<file path="src/rtl/fpa_pkg.sv">
// Shared types, codes and control store for the fixed partition allocator.
`timescale 1ns / 1ps
`default_nettype none
package fpa_pkg;

  localparam int FPA_PARTITIONS = 16;
  localparam logic [15:0] FPA_MAX_PID = 16'd255;
  localparam int FPA_ADDR_W = 3;
  localparam logic FPA_REG_FIT_POLICY = 1'b0;

  localparam logic [1:0] OP_LOAD = 2'd0;
  localparam logic [1:0] OP_ALLOC = 2'd1;
  localparam logic [1:0] OP_RELEASE = 2'd2;

  localparam logic [1:0] ST_DONE = 2'd0;
  localparam logic [1:0] ST_NO_FIT = 2'd1;
  localparam logic [1:0] ST_NO_ID = 2'd2;

  localparam logic FIT_FIRST = 1'b0;

  localparam logic [2:0] U_FETCH = 3'd0;
  localparam logic [2:0] U_LOAD = 3'd1;
  localparam logic [2:0] U_SCAN = 3'd2;
  localparam logic [2:0] U_COMMIT = 3'd3;
  localparam logic [2:0] U_EMIT = 3'd4;

  localparam logic [1:0] C_ALWAYS = 2'd0;
  localparam logic [1:0] C_IN = 2'd1;
  localparam logic [1:0] C_SCAN = 2'd2;
  localparam logic [1:0] C_OUT = 2'd3;

  typedef struct packed {
    logic [1:0]  operation;
    logic [3:0]  partition_index;
    logic [15:0] request_size;
    logic [7:0]  process_id;
  } in_t;

  typedef struct packed {
    logic [1:0]  status;
    logic [3:0]  chosen_partition;
    logic [15:0] leftover;
    logic [23:0] fragmentation_total;
  } out_t;

  typedef struct packed {
    logic [1:0] cond;
    logic [2:0] target;
    logic       latch;
    logic       scan;
    logic       load_wr;
    logic       commit;
    logic       emit;
  } ucw_t;

  typedef struct packed {
    logic       in_valid;
    logic       scan_done;
    logic       out_free;
    logic [2:0] disp;
  } useq_flags_t;

  typedef struct packed {
    logic load;
    logic alloc;
    logic rel;
  } tbl_wr_t;

  function automatic ucw_t ucode_rom(input logic [2:0] step);
    ucw_t w;
    w = '0;
    unique case (step)
      U_FETCH: begin
        w.cond = C_IN;
        w.latch = 1'b1;
      end
      U_LOAD: begin
        w.cond = C_ALWAYS;
        w.target = U_EMIT;
        w.load_wr = 1'b1;
      end
      U_SCAN: begin
        w.cond = C_SCAN;
        w.target = U_COMMIT;
        w.scan = 1'b1;
      end
      U_COMMIT: begin
        w.cond = C_ALWAYS;
        w.target = U_EMIT;
        w.commit = 1'b1;
      end
      U_EMIT: begin
        w.cond = C_OUT;
        w.target = U_FETCH;
        w.emit = 1'b1;
      end
      default: begin
        w.cond = C_ALWAYS;
        w.target = U_FETCH;
      end
    endcase
    return w;
  endfunction

endpackage
`default_nettype wire

</file>
<file path="src/rtl/fpa_table.sv">
// Partition table: size and owner memories with busy and loaded flags.
`timescale 1ns / 1ps
`default_nettype none
module fpa_table #(
  parameter int PARTITIONS = fpa_pkg::FPA_PARTITIONS,
  localparam int IW = (PARTITIONS > 1) ? $clog2(PARTITIONS) : 1
) (
  input  wire logic                    clk,
  input  wire logic                    rst_n,
  input  wire logic                    rd_en,
  input  wire logic [IW-1:0]           rd_addr,
  output logic      [15:0]             rd_size,
  output logic      [7:0]              rd_owner,
  output logic                         rd_busy,
  input  wire fpa_pkg::tbl_wr_t        wr,
  input  wire logic [IW-1:0]           wr_addr,
  input  wire logic [15:0]             wr_size,
  input  wire logic [7:0]              wr_owner
);
  logic [15:0] size_mem [PARTITIONS];
  logic [7:0]  owner_mem [PARTITIONS];
  logic [PARTITIONS-1:0] busy_r, busy_nxt, loaded_r, loaded_nxt;
  logic [15:0] size_q_r;
  logic [7:0]  owner_q_r;
  logic        busy_q_r, loaded_q_r;

  always_ff @(posedge clk) begin
    if (wr.load) begin
      size_mem[wr_addr] <= wr_size;
    end
    if (wr.alloc) begin
      owner_mem[wr_addr] <= wr_owner;
    end
    if (rd_en) begin
      size_q_r <= size_mem[rd_addr];
      owner_q_r <= owner_mem[rd_addr];
      busy_q_r <= busy_r[rd_addr];
      loaded_q_r <= loaded_r[rd_addr];
    end
  end

  always_comb begin
    busy_nxt = busy_r;
    loaded_nxt = loaded_r;
    if (wr.load) begin
      busy_nxt[wr_addr] = 1'b0;
      loaded_nxt[wr_addr] = 1'b1;
    end
    if (wr.alloc) begin
      busy_nxt[wr_addr] = 1'b1;
    end
    if (wr.rel) begin
      busy_nxt[wr_addr] = 1'b0;
    end
  end

  always_ff @(posedge clk) begin
    if (!rst_n) begin
      busy_r <= '0;
      loaded_r <= '0;
    end else begin
      busy_r <= busy_nxt;
      loaded_r <= loaded_nxt;
    end
  end

  // A partition that was never loaded has size zero.
  assign rd_size = loaded_q_r ? size_q_r : '0;
  assign rd_owner = owner_q_r;
  assign rd_busy = busy_q_r;

endmodule
`default_nettype wire

</file>
<file path="src/rtl/fpa_useq.sv">
// Microcode sequencer: step counter, control store lookup and jump logic.
`timescale 1ns / 1ps
`default_nettype none
module fpa_useq (
  input  wire logic                  clk,
  input  wire logic                  rst_n,
  input  wire fpa_pkg::useq_flags_t  flags,
  output fpa_pkg::ucw_t              ucw
);
  logic [2:0] pc_r, pc_nxt;

  assign ucw = fpa_pkg::ucode_rom(pc_r);

  always_comb begin
    pc_nxt = pc_r;
    unique case (ucw.cond)
      fpa_pkg::C_ALWAYS: pc_nxt = ucw.target;
      fpa_pkg::C_IN: if (flags.in_valid) begin
        pc_nxt = flags.disp;
      end
      fpa_pkg::C_SCAN: if (flags.scan_done) begin
        pc_nxt = ucw.target;
      end
      fpa_pkg::C_OUT: if (flags.out_free) begin
        pc_nxt = ucw.target;
      end
      default: pc_nxt = fpa_pkg::U_FETCH;
    endcase
  end

  always_ff @(posedge clk) begin
    if (!rst_n) begin
      pc_r <= fpa_pkg::U_FETCH;
    end else begin
      pc_r <= pc_nxt;
    end
  end

endmodule
`default_nettype wire

</file>
<file path="src/rtl/fixed_partition_allocator_core.sv">
// Fixed partition allocator top level: datapath, register port and result register.
// Requests arrive on in_valid/in_ready with one in_t payload each: load a
// partition size, allocate a partition to a process id, or release the
// partition a process id owns. Every request produces exactly one result on
// out_valid/out_ready, in request order.
// A load writes the partition size in its load step and then emits its
// result; an unused operation code or an invalid process id goes straight
// to the emit step. An allocate or a release walks the partition table one
// entry per cycle through the single read port of the table memory, then
// commits in a separate step and emits its result; the walk ends early
// when first fit or a release finds its entry.
// The fit policy register sits at byte address 0 of the APB port.
// Reset clears all partitions to free with size zero, clears the
// fragmentation total and selects first fit; no clearing pass is needed.
// A result waits in the output register while the receiver stalls, and the
// next request is still accepted; the block holds in its final step only
// while that register is occupied.
`timescale 1ns / 1ps
`default_nettype none
module fixed_partition_allocator_core #(
  parameter int PARTITIONS = fpa_pkg::FPA_PARTITIONS
) (
  input  wire logic                          clk,
  input  wire logic                          rst_n,
  input  wire logic                          in_valid,
  output logic                               in_ready,
  input  wire fpa_pkg::in_t                  in_data,
  output logic                               out_valid,
  input  wire logic                          out_ready,
  output fpa_pkg::out_t                      out_data,
  input  wire logic                          psel,
  input  wire logic                          penable,
  input  wire logic                          pwrite,
  input  wire logic [fpa_pkg::FPA_ADDR_W-1:0] paddr,
  input  wire logic [31:0]                   pwdata,
  output logic      [31:0]                   prdata,
  output logic                               pready
);
  localparam int IW = (PARTITIONS > 1) ? $clog2(PARTITIONS) : 1;
  localparam int CW = $clog2(PARTITIONS + 1);

  fpa_pkg::ucw_t        ucw;
  fpa_pkg::useq_flags_t flags;
  fpa_pkg::tbl_wr_t     tbl_wr;
  fpa_pkg::in_t         req_r;
  fpa_pkg::out_t        out_data_r;

  logic          fit_r;
  logic [CW-1:0] cnt_r, cnt_nxt;
  logic          pend_r, pend_nxt;
  logic [IW-1:0] pend_idx_r, pend_idx_nxt;
  logic          found_r, found_nxt;
  logic [IW-1:0] pick_r, pick_nxt;
  logic [15:0]   best_r, best_nxt;
  logic [1:0]    status_r, status_nxt;
  logic [3:0]    chosen_r, chosen_nxt;
  logic [15:0]   left_r, left_nxt;
  logic [23:0]   frag_r, frag_nxt;
  logic          out_valid_r;

  logic [15:0] rd_size;
  logic [7:0]  rd_owner;
  logic        rd_busy;
  logic        rd_en;
  logic [IW-1:0] wr_addr;

  logic [8:0]  req_idx9, pick9;
  logic        in_pid_ok, in_scan_op, is_rel, fit, better, match, take, hit;
  logic        accept, emit_fire;
  logic [15:0] gap;
  logic [24:0] sum25;

  assign pready = 1'b1;
  assign prdata = (paddr[fpa_pkg::FPA_ADDR_W-1:2] == fpa_pkg::FPA_REG_FIT_POLICY) ?
                  {31'b0, fit_r} : '0;

  always_ff @(posedge clk) begin
    if (!rst_n) begin
      fit_r <= fpa_pkg::FIT_FIRST;
    end else if (psel && penable && pwrite &&
                 paddr[fpa_pkg::FPA_ADDR_W-1:2] == fpa_pkg::FPA_REG_FIT_POLICY) begin
      fit_r <= pwdata[0];
    end
  end

  fpa_useq u_useq (
    .clk   (clk),
    .rst_n (rst_n),
    .flags (flags),
    .ucw   (ucw)
  );

  assign in_ready = ucw.latch;
  assign accept = ucw.latch && in_valid;
  assign emit_fire = ucw.emit && (!out_valid_r || out_ready);

  assign req_idx9 = 9'(req_r.partition_index);
  assign pick9 = 9'(pick_r);
  assign in_pid_ok = (in_data.process_id != 8'd0) &&
                     (16'(in_data.process_id) <= fpa_pkg::FPA_MAX_PID);
  assign in_scan_op = (in_data.operation == fpa_pkg::OP_ALLOC) ||
                      (in_data.operation == fpa_pkg::OP_RELEASE);

  always_comb begin
    flags = '0;
    flags.in_valid = in_valid;
    flags.out_free = !out_valid_r || out_ready;
    flags.scan_done = hit || (!pend_r && cnt_r == CW'(PARTITIONS));
    if (in_data.operation == fpa_pkg::OP_LOAD) begin
      flags.disp = fpa_pkg::U_LOAD;
    end else if (in_scan_op && in_pid_ok) begin
      flags.disp = fpa_pkg::U_SCAN;
    end else begin
      flags.disp = fpa_pkg::U_EMIT;
    end
  end

  assign is_rel = (req_r.operation == fpa_pkg::OP_RELEASE);
  assign fit = pend_r && !rd_busy && (rd_size >= req_r.request_size);
  assign better = !found_r || (rd_size < best_r);
  assign match = pend_r && rd_busy && (rd_owner == req_r.process_id);
  assign take = is_rel ? (match && !found_r) : (fit && better);
  assign hit = is_rel ? match : (fit && fit_r == fpa_pkg::FIT_FIRST);
  assign rd_en = ucw.scan && (cnt_r < CW'(PARTITIONS));

  assign gap = best_r - req_r.request_size;
  assign sum25 = {1'b0, frag_r} + 25'(gap);

  always_comb begin
    cnt_nxt = cnt_r;
    pend_nxt = pend_r;
    pend_idx_nxt = pend_idx_r;
    found_nxt = found_r;
    pick_nxt = pick_r;
    best_nxt = best_r;
    status_nxt = status_r;
    chosen_nxt = chosen_r;
    left_nxt = left_r;
    frag_nxt = frag_r;
    tbl_wr = '0;
    wr_addr = pick_r;
    if (accept) begin
      cnt_nxt = '0;
      pend_nxt = 1'b0;
      found_nxt = 1'b0;
      left_nxt = '0;
      status_nxt = (in_scan_op && !in_pid_ok) ? fpa_pkg::ST_NO_ID : fpa_pkg::ST_DONE;
      chosen_nxt = (in_data.operation == fpa_pkg::OP_LOAD) ?
                   in_data.partition_index : 4'd0;
    end
    if (ucw.load_wr) begin
      wr_addr = req_idx9[IW-1:0];
      tbl_wr.load = (req_idx9 < 9'(PARTITIONS));
    end
    if (ucw.scan) begin
      pend_nxt = rd_en;
      if (rd_en) begin
        pend_idx_nxt = cnt_r[IW-1:0];
        cnt_nxt = cnt_r + CW'(1);
      end
      if (take) begin
        found_nxt = 1'b1;
        pick_nxt = pend_idx_r;
        best_nxt = rd_size;
      end
    end
    if (ucw.commit) begin
      if (!found_r) begin
        status_nxt = is_rel ? fpa_pkg::ST_NO_ID : fpa_pkg::ST_NO_FIT;
      end else begin
        status_nxt = fpa_pkg::ST_DONE;
        chosen_nxt = pick9[3:0];
        if (is_rel) begin
          tbl_wr.rel = 1'b1;
        end else begin
          tbl_wr.alloc = 1'b1;
          left_nxt = gap;
          frag_nxt = sum25[24] ? '1 : sum25[23:0];
        end
      end
    end
  end

  fpa_table #(.PARTITIONS(PARTITIONS)) u_table (
    .clk      (clk),
    .rst_n    (rst_n),
    .rd_en    (rd_en),
    .rd_addr  (cnt_r[IW-1:0]),
    .rd_size  (rd_size),
    .rd_owner (rd_owner),
    .rd_busy  (rd_busy),
    .wr       (tbl_wr),
    .wr_addr  (wr_addr),
    .wr_size  (req_r.request_size),
    .wr_owner (req_r.process_id)
  );

  always_ff @(posedge clk) begin
    if (accept) begin
      req_r <= in_data;
    end
    pend_idx_r <= pend_idx_nxt;
    pick_r <= pick_nxt;
    best_r <= best_nxt;
    status_r <= status_nxt;
    chosen_r <= chosen_nxt;
    left_r <= left_nxt;
    if (emit_fire) begin
      out_data_r <= '{status: status_r, chosen_partition: chosen_r,
                      leftover: left_r, fragmentation_total: frag_r};
    end
  end

  always_ff @(posedge clk) begin
    if (!rst_n) begin
      cnt_r <= '0;
      pend_r <= 1'b0;
      found_r <= 1'b0;
      frag_r <= '0;
      out_valid_r <= 1'b0;
    end else begin
      cnt_r <= cnt_nxt;
      pend_r <= pend_nxt;
      found_r <= found_nxt;
      frag_r <= frag_nxt;
      out_valid_r <= emit_fire || (out_valid_r && !out_ready);
    end
  end

  assign out_valid = out_valid_r;
  assign out_data = out_data_r;

endmodule
`default_nettype wire

</file>
<file path="config.mk">
export PLATFORM = sky130hd
export DESIGN_NAME = fixed_partition_allocator_core
export DESIGN_NICKNAME = d
export VERILOG_FILES = /design/src/rtl/fpa_pkg.sv /design/src/rtl/fpa_table.sv /design/src/rtl/fpa_useq.sv /design/src/rtl/fixed_partition_allocator_core.sv
export SDC_FILE = /design/constraint.sdc
export NUM_CORES = 1
export LEC_CHECK = 0
export ABC_CLOCK_PERIOD_IN_PS = 5300
export BUFFER_PORTS_ARGS = -buffer_cell sky130_fd_sc_hd__buf_2
export CORE_UTILIZATION = 55
export CTS_BUF_LIST = sky130_fd_sc_hd__clkbuf_16
export DETAILED_ROUTE_END_ITERATION = 8
export PLACE_DENSITY_LB_ADDON = 0.25
export SYNTH_ARGS = -nofsm -noshare
export SYNTH_HDL_FRONTEND = slang
export SYNTH_SLANG_ARGS = --single-unit
</file>
<file path="constraint.sdc">
create_clock -name clk -period 5.3 [get_ports clk]
set_clock_uncertainty 0.15 [all_clocks]
set_input_delay 0.265 -clock clk [delete_from_list [all_inputs] [get_ports clk]]
set_output_delay 0.265 -clock clk [all_outputs]
set_load 0.005 [all_outputs]
</file>
==> qor.txt, run 1 <==
GLOBAL ROUTE
--------------------------------------------------------------------------------------
Maximum number of pins on one net before global-route repair                        49
Number of antenna violations at the first check in global routing                    0
Number of global-route vias before repair                                        13600
Wire length of the first global-routing pass                                  80300 µm
Overall overflow remaining after global route                                        0
Overall track demand over capacity in global routing                             23.4%

HOLD PATH
--------------------------------------------------------------------------------------
Hold crit path type                                                          in -> reg
Min-Delay Path Depth                                                                 2

CTS
--------------------------------------------------------------------------------------
Clock root buffer                                                            clkbuf_16
Post-CTS repair timing setup buffer count                                            0
Clock network latency to the later pin of the worst-skew pair                  0.63 ns
CTS tree                                                                          done
CTS clk-pin slew, worst paths                                                  0.06 ns
Number of cells upsized or downsized after cts                                       0
Clock buffer depth                                                                   3
Number of buffers inserted during clock tree synthesis                              58
CTS sink cnt                                                                       600
Hold buffer count at CTS                                                            36
Level count of the clock H-tree                                                      2

FLOORPLANNING
--------------------------------------------------------------------------------------
I/O pin count                                                                      153
Area inside the core boundary                                               0.0444 mm²
Overall die height                                                              215 µm
Std cell rows                                                                       77
DIE AREA                                                                    0.0461 mm²
Initial Utilization                                                              56.1%
Die width                                                                       215 µm

CRITICAL PATH
--------------------------------------------------------------------------------------
Top delay family on crit path                                             compound AO/OA/AOI/OAI gates
Critical path fanouts, max                                                          18
Capturing element type of the critical path                                  flip-flop
Required time at the worst-slack endpoint                                      5.71 ns
Critical Path Stages                                                                17
Kind of start point of the critical path                                     flip-flop
Cell mode on critical path                                                     o21ai_1
Master of the slowest instance on the critical path                           edfxtp_1
Sequence of cells on the critical path                                    ha_1 -> inv_1 -> fa_1 -> a211oi_1 -> o21ai_1 -> o21ai_1 -> o21ai_1 -> a31oi_1 -> xnor2_1 -> ha_1 -> nand4_1 -> nor2_1 -> a31oi_2 -> a21oi_2 -> nor2_4 -> o21ai_4 -> o221a_2
CP arrival                                                                     4.99 ns
CP Buf/Inv Count                                                                     1
Number of cells traversed by the worst register-to-register path                    17
Kind of critical path                                                       reg -> reg
Largest stage delay on the critical path                                       0.69 ns

POWER
--------------------------------------------------------------------------------------
Proportion of total power due to net switching                                   22.0%
Combinational group share of total power                                          5.4%
Total power                                                                    9800 µW
Pwr/cell area                                                               347 mW/mm²
Sequential power share                                                           54.2%
Cell internal pwr                                                              7640 µW
Worst voltage drop across the vdd grid                                      0.000215 V
Proportion of power drawn by the clock network                                   40.4%
Leakage dissipation                                                         0.00980 µW
Net Sw Power                                                                   2160 µW

DETAILED ROUTING
--------------------------------------------------------------------------------------
Routed wirelength normalized by instance count                                 23.1 µm
First DRT Iteration DRCs                                                          1292
Post-route antenna net violation count                                               0
Via count                                                                        13600
Pre-Repair DR Iteration Count                                                        5
Remaining routing DRC violations                                                     0
Total Routed Length                                                           52800 µm
Number of vias per cell                                                           5.96

LAYOUT
--------------------------------------------------------------------------------------
Finished Layout Cells                                                             2282
Inserted Diodes                                                                      0
Area growth, synth to finish                                                     13.4%
Fraction of final layout cells sized beyond drive strength 1                     23.6%
Final net count                                                                   1781
Post-route cell area                                                        0.0282 mm²

PLACE
--------------------------------------------------------------------------------------
Final HPWL from detailed placement                                            32100 µm
Placed cell count                                                                 2136
Number of port buffers                                                              87
Weighted congestion reported at the end of routability-driven placement          0.846
Placed standard-cell area                                                   0.0260 mm²

STA
--------------------------------------------------------------------------------------
Tightest hold margin                                                          0.186 ns
Setup repair after global routing missed its margin                                 no
Headroom to the max-slew limit                                                   18.9%
Setup TNS                                                                         0 ns
Final critical path time including I/O delays and setup                        4.58 ns
# setup viols final                                                                  0
Max-slew violation count                                                             0
Fraction of the cycle the final worst path needs                                 86.5%
Slew of the pin with the lowest slew margin                                    1.21 ns
Final number of hold-violating endpoints                                             0
Max Fclk                                                                       218 MHz

SYNTH
--------------------------------------------------------------------------------------
Synth top area cells                                                      edfxtp_1, mux4_2, dfxtp_1, ha_1, nor2_1
Post-synthesis async set-or-reset flop share                                        0%
Syn Area/Cell                                                                 16.9 µm²
Synth Flop Type                                                               edfxtp_1
Synthesized area                                                            0.0249 mm²
Fraction of synthesized cell area taken by the top area cell type                61.8%
Synth warnings                                                                       0
Synthesis-stage register bit count                                                 600
Number of enable-type register cells in the synthesized netlist                    512
Post-synthesis cell count                                                         1475
Sequential-to-total area share from yosys stat                                   68.8%
Cell type with the largest total area after synthesis                         edfxtp_1
Leading cell type by number of instances after synthesis                      edfxtp_1
Top cells by count, synth                                                 edfxtp_1, mux4_2, nor2_1
Count of unique library cells instantiated by Yosys                                 80

STATUS
--------------------------------------------------------------------------------------
Result of the run                                                         finished, final reports clean

RUN
--------------------------------------------------------------------------------------
Maximum Capacitance Violations                                                       0

[routing by layer]
metal	vias up	GRT usage [%]	wire, µm
li1	6086	-	-
met1	6886	31.6	21600
met2	548	38.9	26300
met3	80	4.08	3640
met4	0	7.17	1230
met5	-	0	0
[path summary, 6_finish.rpt]
kind	startpoint	to	slack (ns)
worst min-delay path	in_data[21]	req_r[21]	0.19
worst max-delay path	req_r[8]	frag_r[9]	0.72
worst max register to register	req_r[8]	frag_r[9]	0.72
worst min register to register	status_r[1]	out_data[45]	0.27
[kinds of logic after synthesis]
kind of cell	count (synthesis)	synth area share, %
flip-flops	600	68.8
other	2	0.0302
AO/OA/AOI/OAI	223	6.40
XOR/XNOR	33	1.16
multiplexers	135	12.0
AND/OR/NAND/NOR	267	5.14
adder cells (fa/ha/maj)	69	3.53
buffers and inverters	146	2.95
[flip-flops by register name, summed over array words and instances, names as in the netlist, 2 cells and up]
name and cells:
left_r 16, u_table.busy_r 16, out_data 46, pick_r 4, u_table.rd_owner 8, u_table.loaded_r 16
cnt_r 5, req_idx9 4, pend_idx_r 4, u_useq.pc_r 3, u_table.owner_mem 128, status_r 2
frag_r 24, req_r 26, best_r 16, u_table.size_mem 256, chosen_r 4, u_table.size_q_r 16
[worst reg2reg max path: stages (launching register included)]
cell      delay [ns]
edfxtp_1        0.69
ha_1            0.26
inv_1           0.06
fa_1            0.42
a211oi_1        0.25
o21ai_1         0.14
o21ai_1         0.23
o21ai_1         0.15
a31oi_1         0.21
xnor2_1         0.11
ha_1            0.39
nand4_1         0.16
nor2_1          0.16
a31oi_2         0.15
a21oi_2         0.26
nor2_4          0.07
o21ai_4         0.39
o221a_2         0.29
[stage by stage]
step / utilization (%) / setup WS (ns)
after floorplan: - / 1.39
after global placement: 58.6 / 0.766
after CTS: 63.6 / 0.690
after global routing: 63.6 / 0.390
final: 63.6 / 0.718
after detailed placement: 58.6 / 0.724
[power by group through the flow]
stage	sequential, µW	clock, µW	combinational [µW]
floorplan	5370	0	390
global placement	5410	0	494
detailed placement	5420	0	508
CTS	5320	4040	530
global route	5330	4220	578
finish	5310	3960	526
[final cells by class]
cell class,instances,area [µm²]
inverters,63,238
fillers,3089,16200
multi-input cells,759,7180
well taps,592,741
clock buffers,61,1530
clock inverters,49,337
flip-flops and latches,600,17100
repair buffers,158,1070
[cells in the final DEF (no fill, tap or decap), types with 7 or more instances in the layout]
cell,n
a211oi_1,10
a21o_1,9
a21oi_1,56
a22o_1,13
a31oi_1,7
and2_1,19
buf_2,87
buf_4,34
clkbuf_16,61
clkinv_1,11
clkinv_2,21
conb_1,32
dfxtp_1,85
dlygate4sd3_1,36
edfxtp_1,512
ha_1,67
inv_1,68
mux4_2,130
nand2_1,65
nand2b_1,8
nand3_1,18
nand4_1,11
nor2_1,85
nor2_2,12
nor2b_1,7
nor3_1,11
o21a_1,21
o21ai_0,28
o21ai_1,13
o221a_2,16
xnor2_1,25
xor2_1,8
(Power assumes the default switching activity.)
==> inputs of run 2 (changes only) <==
Settings changed: ABC_CLOCK_PERIOD_IN_PS 5300 to 4500.
Clock period 5.3 ns to 4.5 ns, I/O delays scaled along.
==> run 2 against run 1 <==
Via count down 0.67%. Clock power up 15%. Routed wire length down 1.9%. Hold slack worse by 0.017 ns. Critical path depth up 1. Critical path type unchanged. Highest routed layer unchanged.
==> qor.txt, run 2 (synthesis gave the netlist of run 1 again) <==
GLOBAL ROUTE
--------------------------------------------------------------------------------------
Overall overflow remaining after global route                                        0   unchanged
Number of antenna violations at the first check in global routing                    0   unchanged
Wire length of the first global-routing pass                                  79100 µm   -1.5%
Maximum number of pins on one net before global-route repair                        52   +6.1%
Number of global-route vias before repair                                        13500   -0.87%
Overall track demand over capacity in global routing                             22.8%   -0.53 points

DETAILED ROUTING
--------------------------------------------------------------------------------------
Number of vias per cell                                                           5.90   -0.97%
First DRT Iteration DRCs                                                          1309   +1.3%
Via count                                                                        13500   -0.67%
Routed wirelength normalized by instance count                                 22.6 µm   -2.2%
Total Routed Length                                                           51800 µm   -1.9%
Post-route antenna net violation count                                               0   unchanged
Remaining routing DRC violations                                                     0   unchanged
Pre-Repair DR Iteration Count                                                        5   unchanged

HOLD PATH
--------------------------------------------------------------------------------------
Min-Delay Path Depth                                                                 2   unchanged
Hold crit path type                                                          in -> reg
Worst Hold Path EP                                                           req_r[23]
Hold Startpoint                                                            in_data[23]

CRITICAL PATH
--------------------------------------------------------------------------------------
CP arrival                                                                     4.54 ns   -0.45 ns
Capturing element type of the critical path                                  flip-flop
Sequence of cells on the critical path                                    inv_1 -> ha_1 -> inv_1 -> fa_1 -> a211oi_1 -> o21ai_1 -> o21ai_1 -> o21ai_1 -> a31oi_1 -> xnor2_1 -> ha_1 -> nand4_1 -> nor2_1 -> a31oi_2 -> a21oi_2 -> o21ai_1 -> o31a_1 -> o21a_1
Kind of critical path                                                       reg -> reg
Largest stage delay on the critical path                                       0.42 ns   -0.27 ns
Number of cells traversed by the worst register-to-register path                    18   +1
Cell mode on critical path                                                     o21ai_1
Critical path fanouts, max                                                           6   -12
Required time at the worst-slack endpoint                                      4.86 ns   -0.85 ns
Launch instance of the worst register-to-register path                       best_r[0]
Kind of start point of the critical path                                     flip-flop
Reg2reg setup slack                                                            0.32 ns   -0.40 ns
Master of the slowest instance on the critical path                               fa_1
Worst R2R End                                                               frag_r[22]

STA
--------------------------------------------------------------------------------------
Setup repair after global routing missed its margin                                 no
# setup viols final                                                                  0   unchanged
Setup TNS                                                                         0 ns   unchanged
Fraction of the cycle the final worst path needs                                 92.8%   +6.4 points
Max Fclk                                                                       239 MHz   +9.7%
Slew of the pin with the lowest slew margin                                    1.19 ns   -0.0258 ns
Final critical path time including I/O delays and setup                        4.18 ns   -0.404 ns
Max-slew violation count                                                             0   unchanged
Tightest hold margin                                                          0.169 ns   -0.0171 ns
Final number of hold-violating endpoints                                             0   unchanged
Headroom to the max-slew limit                                                   20.6%   +1.7 points

PLACE
--------------------------------------------------------------------------------------
Final HPWL from detailed placement                                            31700 µm   -1.2%
Number of port buffers                                                              87   unchanged
Placed cell count                                                                 2145   +0.42%
Weighted congestion reported at the end of routability-driven placement          0.855   +1.1%

LAYOUT
--------------------------------------------------------------------------------------
Area growth, synth to finish                                                     13.7%
Fraction of final layout cells sized beyond drive strength 1                     23.3%   -0.21 points
Final net count                                                                   1794   +0.73%
Max FFs per register                                                               256   unchanged
Leading cell types in the layout, fill and taps excluded                  edfxtp_1, mux4_2, buf_2, nor2_1, dfxtp_1
Finished Layout Cells                                                             2289   +0.31%
Register with the most flip-flops                                         u_table.size_mem
Final standard cell utilization of the core                                      63.7%   +0.13 points
Most frequent standard cell in the layout excluding fill and tap cells        edfxtp_1
Filler cell count in the final layout                                             3075   -0.45%
Inserted Diodes                                                                      0   unchanged

CTS
--------------------------------------------------------------------------------------
CTS clk-pin slew, worst paths                                                  0.07 ns   about the same
CTS sink cnt                                                                       600   unchanged
Clock root buffer                                                            clkbuf_16
Number of buffers inserted during clock tree synthesis                              57   -1.7%
Clock network latency to the later pin of the worst-skew pair                  0.61 ns   -0.02 ns
CTS tree                                                                          done
Level count of the clock H-tree                                                      2   unchanged
Clock buffer depth                                                                   3   unchanged

FLOORPLANNING
--------------------------------------------------------------------------------------
Std cell rows                                                                       77   unchanged
DIE AREA                                                                    0.0461 mm²   unchanged
Initial Utilization                                                              56.1%   unchanged
Overall die height                                                              215 µm   unchanged
Area inside the core boundary                                               0.0444 mm²   unchanged
Die width                                                                       215 µm   unchanged
I/O pin count                                                                      153   unchanged

POWER
--------------------------------------------------------------------------------------
Leakage dissipation                                                         0.00985 µW   +0.51%
Pwr/cell area                                                               404 mW/mm²   +16%
Worst voltage drop across the vdd grid                                      0.000334 V   +55%

RUN
--------------------------------------------------------------------------------------
Maximum Capacitance Violations                                                       0   unchanged

STATUS
--------------------------------------------------------------------------------------
Result of the run                                                         finished, final reports clean

## run 2: cell count changes in the layout (fill, tap and decap cells not counted), moves of 3 or more
cell      delta
inv_1        +8
nor2_4       +3
nor2_2       -3
buf_4       +11
clkinv_2    -13
## run 2: critical path, delay by kind of cell, from the launching register on
kind / cells / cell delay, ns
AOI/OAI and AO/OA: 10 / 2.00
adders and majority gates: 3 / 0.97
DFF: 1 / 0.38
and+or+nand+nor: 2 / 0.36
buffers and inverters: 2 / 0.12
xor gates and xnor gates: 1 / 0.11
## run 2: timing repair
item	4_1_cts	5_1_grt
hold buffers	36	0
hold endpoints to repair	63	0
buffers inserted	0	5
resized for setup	0	1
endpoints found under the setup margin	0	23
## run 2: area by class of cell
type	instances	area (µm²)	area share, %
inverters	63	238	0.840
repair buffers	172	1200	4.24
flip-flops and latches	600	17100	60.6
clock inverters	44	298	1.05
clock buffers	59	1480	5.22
well taps	592	741	2.62
multi-input cells	759	7200	25.4
## run 2: metrics by stage
stage	setup WS, ns	power (µW)	instance area [µm²]
2_1_floorplan	0.592	6780	25000
3_3_place_gp	0.298	6960	26100
3_5_place_dp	0.232	6980	26100
4_1_cts	0.232	11500	28300
5_1_grt	0.00301	11800	28300
6_report	0.322	11400	28300
## run 2: where the power goes
part	switching, µW	leakage [µW]	internal [µW]
registers	93.9	0.00537	6140
clock network	2000	0.000919	2540
logic	371	0.00356	287
total	2470	0.00985	8970
## run 2: worst max-delay path by stage
stage	startpoint	end	slack (ns)	cells after the start
after floorplan	req_r[8]	frag_r[10]	0.59	18
after global placement	req_r[16]	frag_r[0]	0.30	17
after detailed placement	req_r[16]	frag_r[19]	0.23	16
after CTS	req_r[16]	frag_r[19]	0.23	16
after global routing	req_r[14]	frag_r[19]	0.003	16
final	best_r[0]	frag_r[22]	0.32	18
## run 2: per-layer routing
metal  part of all wire [%]  track usage, %
met5                      0               0
met4                    1.8            5.79
met3                    8.4            5.32
met2                     49            37.0
met1                     41            31.5
==> inputs of run 3 (changes only) <==
Settings changed: ABC_CLOCK_PERIOD_IN_PS 4500 to 3450.
Clock period 4.5 ns to 3.45 ns, I/O delays scaled along.
==> run 3 against run 2 <==
The run now ends with negative setup slack left. Sequential power is 30% higher. Global-route usage is 0.91 points higher. Combinational power is 70% higher. Non-clock buffer count is 136 higher. Sequential cell count stayed put. Critical path depth stayed put. Die area stayed put. Power is 34% higher. Clock-buffer cell count stayed put. First-iteration DRC count is 4.7% lower.
==> qor.txt, run 3 (synthesis gave the netlist of run 1 again) <==
LAYOUT
--------------------------------------------------------------------------------------
Area growth, synth to finish                                                     19.1%
Final net count                                                                   1930   +7.6%
Filler cell count in the final layout                                             3015   -2.0%
Fraction of final layout cells sized beyond drive strength 1                     31.6%   +8.3 points
Leading cell types in the layout, fill and taps excluded                  edfxtp_1, buf_4, mux4_2, buf_2, dfxtp_1
Max FFs per register                                                               256   unchanged
Final standard cell utilization of the core                                      66.8%   +3.1 points
Register with the most flip-flops                                         u_table.size_mem
Most frequent standard cell in the layout excluding fill and tap cells        edfxtp_1
Post-route cell area                                                        0.0297 mm²   +4.8%

DETAILED ROUTING
--------------------------------------------------------------------------------------
Wire length on met1                                                           22700 µm   +6.3%
Detail Route met3 WL                                                           3880 µm   -11%
Total Routed Length                                                           54200 µm   +4.6%
Remaining routing DRC violations                                                     0   unchanged
Via count                                                                        14100   +4.4%
Number of vias per cell                                                           5.80   -1.7%
First DRT Iteration DRCs                                                          1247   -4.7%
Post-route antenna net violation count                                               0   unchanged
Highest routed layer                                                              met4
Amount of wire on met2 after detailed routing                                 26100 µm   +3.9%
Pre-Repair DR Iteration Count                                                        5   unchanged
Routed wirelength normalized by instance count                                 22.3 µm   -1.5%

CTS
--------------------------------------------------------------------------------------
Clock network latency to the later pin of the worst-skew pair                  0.62 ns   about the same
Clock root buffer                                                            clkbuf_16
CTS tree                                                                          done
CTS clk-pin slew, worst paths                                                  0.06 ns   about the same
Number of buffers inserted during clock tree synthesis                              57   unchanged
Clock buffer depth                                                                   3   unchanged
CTS sink cnt                                                                       600   unchanged
Level count of the clock H-tree                                                      2   unchanged

RUN
--------------------------------------------------------------------------------------
Maximum Capacitance Violations                                                       0   unchanged

CRITICAL PATH
--------------------------------------------------------------------------------------
Critical path fanouts, max                                                           8   +2
Kind of critical path                                                       reg -> reg
Worst R2R End                                                                frag_r[0]
Number of cells traversed by the worst register-to-register path                    18   unchanged
Required time at the worst-slack endpoint                                      3.85 ns   -1.01 ns
Kind of start point of the critical path                                     flip-flop
Capturing element type of the critical path                                  flip-flop
CP arrival                                                                     4.19 ns   -0.35 ns
Reg2reg setup slack                                                           -0.34 ns   -0.66 ns
Launch instance of the worst register-to-register path                        req_r[9]

PLACE
--------------------------------------------------------------------------------------
Number of port buffers                                                              87   unchanged
Placed standard-cell area                                                   0.0271 mm²   +3.8%
Final HPWL from detailed placement                                            33700 µm   +6.3%
Weighted congestion reported at the end of routability-driven placement          0.871   +1.8%

FLOORPLANNING
--------------------------------------------------------------------------------------
Std cell rows                                                                       77   unchanged
Initial Utilization                                                              56.1%   unchanged
Overall die height                                                              215 µm   unchanged
DIE AREA                                                                    0.0461 mm²   unchanged
Area inside the core boundary                                               0.0444 mm²   unchanged
I/O pin count                                                                      153   unchanged
Die width                                                                       215 µm   unchanged

STATUS
--------------------------------------------------------------------------------------
Failing checks                                                            negative setup slack
Result of the run                                                         finished, violations left

GLOBAL ROUTE
--------------------------------------------------------------------------------------
Number of global-route vias before repair                                        14000   +3.9%
Wire length of the first global-routing pass                                  82100 µm   +3.9%
Number of antenna violations at the first check in global routing                    0   unchanged
Maximum number of pins on one net before global-route repair                        47   -9.6%
Overall track demand over capacity in global routing                             23.7%   +0.91 points
Overall overflow remaining after global route                                        0   unchanged

STA
--------------------------------------------------------------------------------------
Headroom to the max-slew limit                                                   25.7%   +5.0 points
Tightest hold margin                                                          0.128 ns   -0.0407 ns
Slew of the pin with the lowest slew margin                                    1.11 ns   -0.0770 ns
Setup repair after global routing missed its margin                                yes
Max-slew violation count                                                             0   unchanged
Max Fclk                                                                       264 MHz   +10%
Final number of hold-violating endpoints                                             0   unchanged
Final critical path time including I/O delays and setup                        3.79 ns   -0.388 ns
Fraction of the cycle the final worst path needs                                  110%   +17 points
Setup slack after layout                                                     -0.340 ns   -0.662 ns
# setup viols final                                                                 24   +24

POWER
--------------------------------------------------------------------------------------
Pwr/cell area                                                               517 mW/mm²   +28%
Worst voltage drop across the vdd grid                                      0.000367 V   +9.7%
Total power                                                                   15300 µW   +34%
Leakage dissipation                                                          0.0106 µW   +7.7%

HOLD PATH
--------------------------------------------------------------------------------------
Hold crit path type                                                          in -> reg
Worst Hold Path EP                                                           req_r[23]
Min-Delay Path Depth                                                                 2   unchanged
Hold Startpoint                                                            in_data[23]

-- run 3: changes by cell type in the layout (fill, tap and decap cells not counted), sizes merged --
cell,previous run,this run
buf,135,271
bufinv,3,5
inv,79,75
diode,0,1
clkinv,22,29
-- run 3: per-layer routing --
| layer | up-vias | global-route usage [%] |
|---|---|---|
| li1 | 6379 | - |
| met1 | 7087 | 33.6 |
| met2 | 545 | 38.1 |
| met3 | 96 | 3.68 |
| met4 | 0 | 7.81 |
| met5 | - | 0 |
-- run 3: cell type report --
cell class / instances / area (µm²) / area share [%]
antenna: 1 / 2.50 / 0.00844
clock buffer: 59 / 1480 / 4.98
tap: 592 / 741 / 2.50
inverter: 63 / 238 / 0.802
sequential: 600 / 17100 / 57.8
multi-input combinational: 759 / 7420 / 25.0
timing repair buffer: 308 / 2270 / 7.66
clock inverter: 49 / 363 / 1.22
-- run 3: timing repair --
item                                   CTS  global route
setup endpoints to repair               44            44
hold buffers                            36             0
endpoints found under the hold margin   68             0
buffers inserted                        10             8
pin swaps                               29            15
resized for setup                       20            11
gates cloned                             0             1
-- run 3: critical path: stages (launching register included) --
cell and delay [ns]:
edfxtp_1 0.42, inv_2 0.11, ha_4 0.20, nor2b_4 0.12, o31a_1 0.26, o21ai_2 0.14, a21boi_1 0.10, o21a_1 0.18
or3_1 0.32, and2_4 0.18, ha_4 0.26, inv_2 0.05, a21oi_2 0.14, a31oi_2 0.14, a21oi_2 0.28, nor2_4 0.08
o21ai_4 0.23, clkbuf_16 0.20, o221a_2 0.18
-- run 3: power by group --
group          leakage, µW  internal (µW)  switching [µW]
sequential         0.00537           8010            83.1
combinational      0.00429            538             586
clock             0.000945           3470            2650
-- run 3: through the flow --
stage	worst slack (ns)	TNS [ns]	instances
floorplan	-0.291	-5.29	1505
global placement	-0.353	-9.49	2267
detailed placement	-0.460	-13.42	2267
CTS	-0.292	-6.27	2421
global route	-0.559	-12.29	2430
finish	-0.340	-6.84	2431
-- run 3: worst max path at each step --
stage / from / endpoint / slack [ns]
final: req_r[9] / frag_r[0] / -0.34
after global routing: best_r[0] / frag_r[1] / -0.56
after CTS: best_r[0] / frag_r[8] / -0.29
after detailed placement: req_r[9] / frag_r[0] / -0.46
after global placement: req_r[9] / frag_r[7] / -0.35
after floorplan: req_r[8] / frag_r[20] / -0.29
